===== src/sv/rtt_pkg.sv =====
// ----------------------------------------------------------------------------
// rtt_pkg
// Shared constants, register indexes and defaults of the RTT timeout estimator.
// ----------------------------------------------------------------------------
package rtt_pkg;

    // Default time and fraction widths.
    localparam int TIME_BITS_DEF = 24;
    localparam int FRAC_BITS_DEF = 8;

    // The gains are Q1.15 values, so 1.0 is 32768.
    localparam int GAIN_BITS  = 16;
    localparam int GAIN_SHIFT = 15;
    localparam logic [GAIN_BITS-1:0] GAIN_ONE = 16'h8000;

    // Reset values of the configuration registers.
    localparam logic [GAIN_BITS-1:0] ALPHA_RST = 16'd4096;
    localparam logic [GAIN_BITS-1:0] BETA_RST  = 16'd8192;
    localparam longint INIT_RTT_RST = 100000;
    localparam longint INIT_VAR_RST = 50000;
    localparam longint MIN_TO_RST   = 200000;
    localparam longint MAX_TO_RST   = 16777215;

    // Configuration register indexes.
    localparam int CFG_IDX_BITS = 3;
    typedef enum logic [CFG_IDX_BITS-1:0] {
        CFG_ALPHA    = 3'd0,
        CFG_BETA     = 3'd1,
        CFG_INIT_RTT = 3'd2,
        CFG_INIT_VAR = 3'd3,
        CFG_MIN_TO   = 3'd4,
        CFG_MAX_TO   = 3'd5
    } t_cfg_idx;

    // A gain register above 1.0 acts as 1.0.
    function automatic logic [GAIN_BITS-1:0] sat_gain(input logic [GAIN_BITS-1:0] g);
        sat_gain = (g > GAIN_ONE) ? GAIN_ONE : g;
    endfunction

endpackage


===== src/sv/rtt_blend.sv =====
// ----------------------------------------------------------------------------
// rtt_blend
// One exponential blend step: old + ((target - old) * gain) >>> 15, which
// equals the truncated ((1 - gain) * old + gain * target) >> 15.
// ----------------------------------------------------------------------------
module rtt_blend #(
    parameter int W = rtt_pkg::TIME_BITS_DEF + rtt_pkg::FRAC_BITS_DEF
) (
    input  logic [W-1:0]                  i_old,
    input  logic [W-1:0]                  i_target,
    input  logic [rtt_pkg::GAIN_BITS-1:0] i_gain,
    output logic [W-1:0]                  o_new
);
    import rtt_pkg::*;

    localparam int DW = W + 1;
    localparam int PW = DW + GAIN_BITS + 1;

    logic signed [DW-1:0] w_diff;
    logic signed [PW-1:0] w_prod;
    logic signed [PW-1:0] w_step;
    logic signed [PW-1:0] w_sum;

    // With a gain of at most 1.0, floor division by 32768 keeps the result in the
    // range spanned by the two operands.
    assign w_diff = $signed({1'b0, i_target}) - $signed({1'b0, i_old});
    assign w_prod = PW'(w_diff) * $signed(PW'({1'b0, i_gain}));
    assign w_step = w_prod >>> GAIN_SHIFT;
    assign w_sum  = w_step + $signed(PW'(i_old));
    assign o_new  = w_sum[W-1:0];

endmodule


===== src/sv/rtt_timeout_estimator.sv =====
// ----------------------------------------------------------------------------
// rtt_timeout_estimator
// Fixed-point Jacobson/Karels retransmission timeout estimator.
// ----------------------------------------------------------------------------
// Each input beat carries one round-trip-time sample in microseconds and
// produces exactly one output beat with the clamped retransmission timeout and
// the integer parts of the updated smoothed RTT and RTT variation. The block
// takes one sample every clock cycle while the result channel is not stalled.
// A taken sample is loaded into the input register, updates the state as it
// moves on to stage two, and then loads the output register with the clamped
// timeout. The clock rate is set by the state update loop, which subtracts,
// multiplies by a 16-bit gain and adds combinationally so that the next
// sample sees the new state. Configuration writes are taken at
// any time but should be made only while no sample is in flight; writing the
// initial RTT or initial variation register reloads the smoothed RTT and the
// variation, while new clamp limits apply from the next sample on.
// ----------------------------------------------------------------------------
module rtt_timeout_estimator #(
    parameter int TIME_BITS = rtt_pkg::TIME_BITS_DEF,
    parameter int FRAC_BITS = rtt_pkg::FRAC_BITS_DEF
) (
    input  logic                           i_clk,
    input  logic                           i_rst_n,
    // Configuration write port.
    input  logic                           i_cfg_we,
    input  logic [rtt_pkg::CFG_IDX_BITS-1:0] i_cfg_idx,
    input  logic [TIME_BITS-1:0]           i_cfg_wdata,
    // Sample channel.
    input  logic                           i_in_valid,
    output logic                           o_in_stall,
    input  logic [TIME_BITS-1:0]           i_sample_us,
    // Result channel.
    output logic                           o_out_valid,
    input  logic                           i_out_stall,
    output logic [TIME_BITS-1:0]           o_timeout_us,
    output logic [TIME_BITS-1:0]           o_smoothed_us,
    output logic [TIME_BITS-1:0]           o_variation_us
);
    import rtt_pkg::*;

    localparam int W  = TIME_BITS + FRAC_BITS;   // state width
    localparam int SW = W + 3;                   // smoothed plus four variations
    localparam int TW = TIME_BITS + 3;           // timeout before clamping

    // Configuration registers.
    logic [GAIN_BITS-1:0] r_alpha;
    logic [GAIN_BITS-1:0] r_beta;
    logic [TIME_BITS-1:0] r_init_rtt;
    logic [TIME_BITS-1:0] r_init_var;
    logic [TIME_BITS-1:0] r_min_to;
    logic [TIME_BITS-1:0] r_max_to;

    // Estimator state, FRAC_BITS fraction bits.
    logic [W-1:0] r_sm_q;
    logic [W-1:0] r_var_q;

    // Pipeline registers.
    logic                 r_s1_valid;
    logic [TIME_BITS-1:0] r_s1_sample;
    logic                 r_s2_valid;
    logic                 r_out_valid;
    logic [TIME_BITS-1:0] r_timeout;
    logic [TIME_BITS-1:0] r_smoothed;
    logic [TIME_BITS-1:0] r_variation;

    logic [W-1:0]  w_sample_q;
    logic [W-1:0]  w_err;
    logic [W-1:0]  n_sm_q;
    logic [W-1:0]  n_var_q;
    logic [SW-1:0] w_sum;
    logic [TW-1:0] w_raw_to;
    logic [TW-1:0] w_lo_to;
    logic [TIME_BITS-1:0] n_timeout;

    logic w_out_ready;
    logic w_s2_ready;
    logic w_s1_go;
    logic w_s2_go;
    logic w_in_go;

    // Back-pressure runs from the output register toward the input. The
    // state update happens when the sample leaves the input register, and a
    // stage only moves forward when the next one has room, so the state held
    // in r_sm_q and r_var_q is always the one that belongs to stage two.
    assign w_out_ready = !r_out_valid || !i_out_stall;
    assign w_s2_ready  = !r_s2_valid || w_out_ready;
    assign w_s1_go     = r_s1_valid && w_s2_ready;
    assign w_s2_go     = r_s2_valid && w_out_ready;
    assign o_in_stall  = r_s1_valid && !w_s2_ready;
    assign w_in_go     = i_in_valid && !o_in_stall;

    // The variation moves toward the absolute error against the old smoothed
    // RTT, and the smoothed RTT moves toward the sample; both use the old
    // smoothed value, so the two blends run side by side.
    assign w_sample_q = W'(r_s1_sample) << FRAC_BITS;
    assign w_err      = (w_sample_q >= r_sm_q) ? (w_sample_q - r_sm_q)
                                               : (r_sm_q - w_sample_q);

    rtt_blend #(.W(W)) u_var_blend (
        .i_old    (r_var_q),
        .i_target (w_err),
        .i_gain   (sat_gain(r_beta)),
        .o_new    (n_var_q)
    );

    rtt_blend #(.W(W)) u_sm_blend (
        .i_old    (r_sm_q),
        .i_target (w_sample_q),
        .i_gain   (sat_gain(r_alpha)),
        .o_new    (n_sm_q)
    );

    // Timeout from the updated state. The lower clamp goes first and the
    // upper clamp last, so crossed limits give the maximum.
    assign w_sum    = SW'(r_sm_q) + (SW'(r_var_q) << 2);
    assign w_raw_to = w_sum[SW-1:FRAC_BITS];
    assign w_lo_to  = (w_raw_to < TW'(r_min_to)) ? TW'(r_min_to) : w_raw_to;
    assign n_timeout = (w_lo_to > TW'(r_max_to)) ? r_max_to : w_lo_to[TIME_BITS-1:0];

    // Configuration registers.
    always_ff @(posedge i_clk) begin
        if (!i_rst_n) begin
            r_alpha    <= ALPHA_RST;
            r_beta     <= BETA_RST;
            r_init_rtt <= TIME_BITS'(INIT_RTT_RST);
            r_init_var <= TIME_BITS'(INIT_VAR_RST);
            r_min_to   <= TIME_BITS'(MIN_TO_RST);
            r_max_to   <= TIME_BITS'(MAX_TO_RST);
        end else if (i_cfg_we) begin
            case (t_cfg_idx'(i_cfg_idx))
                CFG_ALPHA:    r_alpha    <= i_cfg_wdata[GAIN_BITS-1:0];
                CFG_BETA:     r_beta     <= i_cfg_wdata[GAIN_BITS-1:0];
                CFG_INIT_RTT: r_init_rtt <= i_cfg_wdata;
                CFG_INIT_VAR: r_init_var <= i_cfg_wdata;
                CFG_MIN_TO:   r_min_to   <= i_cfg_wdata;
                CFG_MAX_TO:   r_max_to   <= i_cfg_wdata;
                default: begin
                end
            endcase
        end
    end

    // Estimator state: reloaded from the initial registers on reset or when
    // either of them is written, updated when a sample enters stage two.
    always_ff @(posedge i_clk) begin
        if (!i_rst_n) begin
            r_sm_q  <= W'(TIME_BITS'(INIT_RTT_RST)) << FRAC_BITS;
            r_var_q <= W'(TIME_BITS'(INIT_VAR_RST)) << FRAC_BITS;
        end else if (i_cfg_we && (t_cfg_idx'(i_cfg_idx) == CFG_INIT_RTT)) begin
            r_sm_q  <= W'(i_cfg_wdata) << FRAC_BITS;
            r_var_q <= W'(r_init_var) << FRAC_BITS;
        end else if (i_cfg_we && (t_cfg_idx'(i_cfg_idx) == CFG_INIT_VAR)) begin
            r_sm_q  <= W'(r_init_rtt) << FRAC_BITS;
            r_var_q <= W'(i_cfg_wdata) << FRAC_BITS;
        end else if (w_s1_go) begin
            r_sm_q  <= n_sm_q;
            r_var_q <= n_var_q;
        end
    end

    // Pipeline control.
    always_ff @(posedge i_clk) begin
        if (!i_rst_n) begin
            r_s1_valid  <= 1'b0;
            r_s2_valid  <= 1'b0;
            r_out_valid <= 1'b0;
        end else begin
            if (w_in_go) begin
                r_s1_valid <= 1'b1;
            end else if (w_s1_go) begin
                r_s1_valid <= 1'b0;
            end
            if (w_s1_go) begin
                r_s2_valid <= 1'b1;
            end else if (w_s2_go) begin
                r_s2_valid <= 1'b0;
            end
            if (w_s2_go) begin
                r_out_valid <= 1'b1;
            end else if (w_out_ready) begin
                r_out_valid <= 1'b0;
            end
        end
    end

    // Payload registers.
    always_ff @(posedge i_clk) begin
        if (w_in_go) begin
            r_s1_sample <= i_sample_us;
        end
        if (w_s2_go) begin
            r_timeout   <= n_timeout;
            r_smoothed  <= r_sm_q[W-1:FRAC_BITS];
            r_variation <= r_var_q[W-1:FRAC_BITS];
        end
    end

    assign o_out_valid    = r_out_valid;
    assign o_timeout_us   = r_timeout;
    assign o_smoothed_us  = r_smoothed;
    assign o_variation_us = r_variation;

    // The timeout never exceeds the upper clamp.
    a_to_max: assert property (@(posedge i_clk) disable iff (!i_rst_n)
        o_out_valid |-> (o_timeout_us <= r_max_to))
        else $error("timeout above upper clamp");

    // With ordered clamps the timeout never falls below the lower clamp.
    a_to_min: assert property (@(posedge i_clk) disable iff (!i_rst_n)
        (o_out_valid && (r_min_to <= r_max_to)) |-> (o_timeout_us >= r_min_to))
        else $error("timeout below lower clamp");

    // A sample waiting in the input register is not lost when stage two is full.
    a_s1_hold: assert property (@(posedge i_clk) disable iff (!i_rst_n)
        (r_s1_valid && !w_s1_go) |=> r_s1_valid)
        else $error("input stage dropped a sample");

    // The smoothed RTT stays between its old value and the sample.
    a_sm_range: assert property (@(posedge i_clk) disable iff (!i_rst_n)
        (w_s1_go && !i_cfg_we) |=>
            ((r_sm_q <= $past(r_sm_q)) || (r_sm_q <= $past(w_sample_q))) &&
            ((r_sm_q >= $past(r_sm_q)) || (r_sm_q >= $past(w_sample_q))))
        else $error("smoothed RTT left the blend range");

endmodule


===== config.mk =====
export PLATFORM = sky130hd
export DESIGN_NAME = rtt_timeout_estimator
export DESIGN_NICKNAME = d
export VERILOG_FILES = /design/src/sv/rtt_pkg.sv /design/src/sv/rtt_blend.sv /design/src/sv/rtt_timeout_estimator.sv
export SDC_FILE = /design/constraint.sdc
export NUM_CORES = 2
export LEC_CHECK = 0
export BUFFER_PORTS_ARGS = -buffer_cell sky130_fd_sc_hd__buf_2
export CORE_MARGIN = 8
export CORE_UTILIZATION = 35
export DETAILED_ROUTE_END_ITERATION = 12
export GPL_ROUTABILITY_DRIVEN = 1
export PLACE_DENSITY = 0.53
export SETUP_SLACK_MARGIN = 0.5
export SYNTH_ARGS = -nofsm -noshare
export SYNTH_HDL_FRONTEND = slang
export SYNTH_SLANG_ARGS = --single-unit

===== constraint.sdc =====
create_clock -name i_clk -period 18.45 [get_ports i_clk]
set_input_delay 2.7675 -clock i_clk [delete_from_list [all_inputs] [get_ports i_clk]]
set_output_delay 2.7675 -clock i_clk [all_outputs]
set_load 0.02 [all_outputs]

==> results by group <==
Detailed routing
  – Drt drc: 0
  – Final wirelength: approximately 180000 um
  – Vias: about 44000
  – DRT Pass-1 Iters: 6
  – First DRT Iteration DRCs: between 3000 and 4000
  – Wire per inst: 21.68 um
  – Detail Route Antenna Nets: 0
  – Via density: 5.149

Die
  – # rows: between 100 and 150
  – Die width: just over 400 um
  – Die H: 412.3 um
  – Io pins: between 100 and 150
  – Core Footprint: 0.1560 mm2
  – DIE AREA: ~0.17 mm2
  – Starting Density: 0.3524

Flow run
  – Max-cap violations: 0

Yosys
  – Post-synthesis cell count: 6423
  – Syn_area_per_cell: 8.560 um2
  – Post-synthesis mux area share: 0.01680
  – Compound-cell area share of the yosys netlist: 0.1053
  – Mapped Area: between 0.05 and 0.06 mm2
  – Post-synth ARST share: 0
  – Post-Synth Adder-Cell Area: 0.4514
  – Post-synth EDFFs: 96
  – Largest family of logic cells by synthesized area: adder cells
  – Synth top cells by count: inv_1 (1257), nand2_1 (1048), fa_1 (966), nor2_1 (464), ha_1 (438)
  – Post-synth cell types: 88
  – Synth area leaders: fa_1 (35%), ha_1 (10%), inv_1 (8.6%), nand2_1 (7.2%), dfxtp_1 (7.1%)
  – Synth Net Count: about 8000
  – Yosys warnings: 0
  – Leading area contributor after synthesis: fa_1
  – XOR/XNOR Fraction of Synth Area: 0.04463
  – Leading register cell type out of synthesis: dfxtp_1
  – Seq/Total Area, Yosys: 0.1234
  – Synth top area share: 0.3517
  – Post-synthesis simple-gate area fraction: 0.1521
  – Most common cell in the netlist: inv_1
  – Synthesized flop and latch total: a little under 300

Worst setup path
  – Max stage delay cell, worst path: xnor2_1
  – Max stage delay on crit path: approximately 0.68 ns
  – Worst R2R Path Depth: 56
  – Worst path top cell family by delay: compound AO/OA/AOI/OAI gates
  – WP data arrival: between 15 and 20 ns
  – Critical R2R Capture: r_var_q[31]
  – Worst Setup Start Kind: flop
  – R2R setup slack: ~2.5 ns
  – CP Buf/Inv Count: 6
  – CP Capture Type: flop
  – Highest net fanout along the worst path: 16
  – Worst EP required: about 19 ns
  – CP Class: flop to flop
  – Worst R2R Start: r_sm_q[16]

Clock network
  – TritonCTS clock tree: done
  – Clk pin slew, worst setup/hold paths: around 0.07 ns
  – Setup Fix Bufs, Post-CTS: 0
  – Clk buf depth: 3
  – Worst skew pair latency: about 0.64 ns
  – Clock root cell: clkbuf_16
  – Clk sinks: 291
  – Htree depth: 2
  – CTS Hold Bufs: 0
  – Post-CTS Resized: 0
  – Inserted Clock Buffers: 37

Timing
  – Fin crit share: 0.8624
  – Peak Freq: 0.06285 GHz
  – Worst slew pin tran: about 1.3 ns
  – Min Tclk post-route: ~16 ns
  – Final Hold Fails: 0
  – Setup TNS: 0 ns
  – Worst rel slew slack: 0.1215
  – Worst hold slack: 0.4655 ns
  – Final setup viols: 0
  – Max Slew Vio Count: 0
  – Clock skew: 0.08869 ns
  – RSZ-0062 raised after global routing: no

Global route
  – Gr usage total: 0.2163
  – Initial antenna violation count: 17
  – First-pass GRT wire length: approximately 280000 um
  – Vias in the first global route: around 45000
  – Largest net degree at the start of global routing: ~90
  – Total gr overflow: 0

Min path
  – Hold Crit Class: flop to flop
  – Min-Delay Startpoint: r_init_rtt[4]
  – Hold depth: 2
  – Destination of the worst hold path: r_init_rtt[4]

Placed design
  – RD Place Congestion: just over 0.9
  – HPWL Detailed: 148900 um
  – IO buf count: ~130

Layout
  – Area growth syn-to-layout: 8.334%
  – Layout net count: 7896
  – Post-route core utilization: 0.3817
  – Multi-input logic area: around 0.043 mm2
  – FF/Latch Area: approximately 0.0068 mm2
  – Fill cell count: around 16000
  – Layout cells sized above 1: 0.06481

Outcome
  – Status: finished, final reports clean
[cell type report]
type | count | area share
multi-input combinational | 4589 | 0.7139
sequential | 291 | 0.1139
inverter | 1258 | 0.07928
tap | 2058 | 0.04323
timing repair buffer | 259 | 0.02727
clock buffer | 45 | 0.01708
clock inverter | 23 | 0.005126
antenna | 3 | 0.0001260
[logic make-up (layout without fill, tap and decap cells)]
family                   Yosys count  in the layout
adder cells (fa/ha/maj)         1404           1404
buffers and inverters           1543           1585
AND/OR/NAND/NOR                 1952           1952
AO/OA/AOI/OAI                    871            871
other                              0              3
multiplexers                      85             85
XOR/XNOR                         277            277
flip-flops                       291            291
[layout by cell type, fill, tap and decap left out, drive strengths merged, types with 93 or more instances in the layout]
master and instances:
ha 438, xor2 93, nand2 1048, inv 1264
buf 259, dfxtp 195, and2 116, fa 966
nor2 464, o21ai 144, a21o 116, a21oi 224
edfxtp 96, a21boi 99, xnor2 182
[per-layer routing]
layer / vias up / wire (um) / track usage
met2: 1386 / 85980 / 0.3556
li1: 19930 / - / -
met1: 22320 / 79290 / 0.2948
met4: 14 / 4880 / 0.05207
met5: - / 87 / 0
met3: 253 / 14620 / 0.04033
[worst register-to-register path: cells and delay by family, from the launching register on]
family	cells	cell delay [ns]
xor+xnor	3	1.26
fa+ha+maj	10	4.80
simple gates	10	1.98
compound gates	27	6.90
buf+inv	6	0.40
flops	1	0.51
[worst max path at each step]
stage,start,end,slack [ns],depth (start not counted)
4_1_cts,r_sm_q[0],r_var_q[31],2.82,53
3_3_place_gp,r_sm_q[0],r_var_q[31],3.05,54
3_5_place_dp,r_sm_q[0],r_var_q[31],2.84,53
5_1_grt,r_sm_q[13],r_var_q[31],1.64,56
2_1_floorplan,r_sm_q[9],r_var_q[31],4.97,58
6_report,r_sm_q[16],r_var_q[31],2.54,56
[sequential cells by signal (all words and copies together) (netlist names)]
register	cells
r_var_q	32
o_timeout_us	24
r_max_to	24
r_init_rtt	24
r_s1_sample	24
r_sm_q	32
r_alpha	16
o_variation_us	24
r_s2_valid	1
r_min_to	24
r_beta	16
o_out_valid	1
r_init_var	24
o_smoothed_us	24
r_s1_valid	1
[through the flow]
| stage | area (um2) | setup WS [ns] | std cells |
|---|---|---|---|
| after floorplan | 54980 | 4.967 | 6423 |
| after global placement | 58230 | 3.049 | 8455 |
| after detailed placement | 58230 | 2.841 | 8455 |
| after CTS | 59550 | 2.818 | 8523 |
| after global routing | 59550 | 1.636 | 8523 |
| final | 59560 | 2.539 | 8526 |
Power is not shown: default switching activity piles up to over one toggle a cycle in this logic, so the estimate is an artifact.
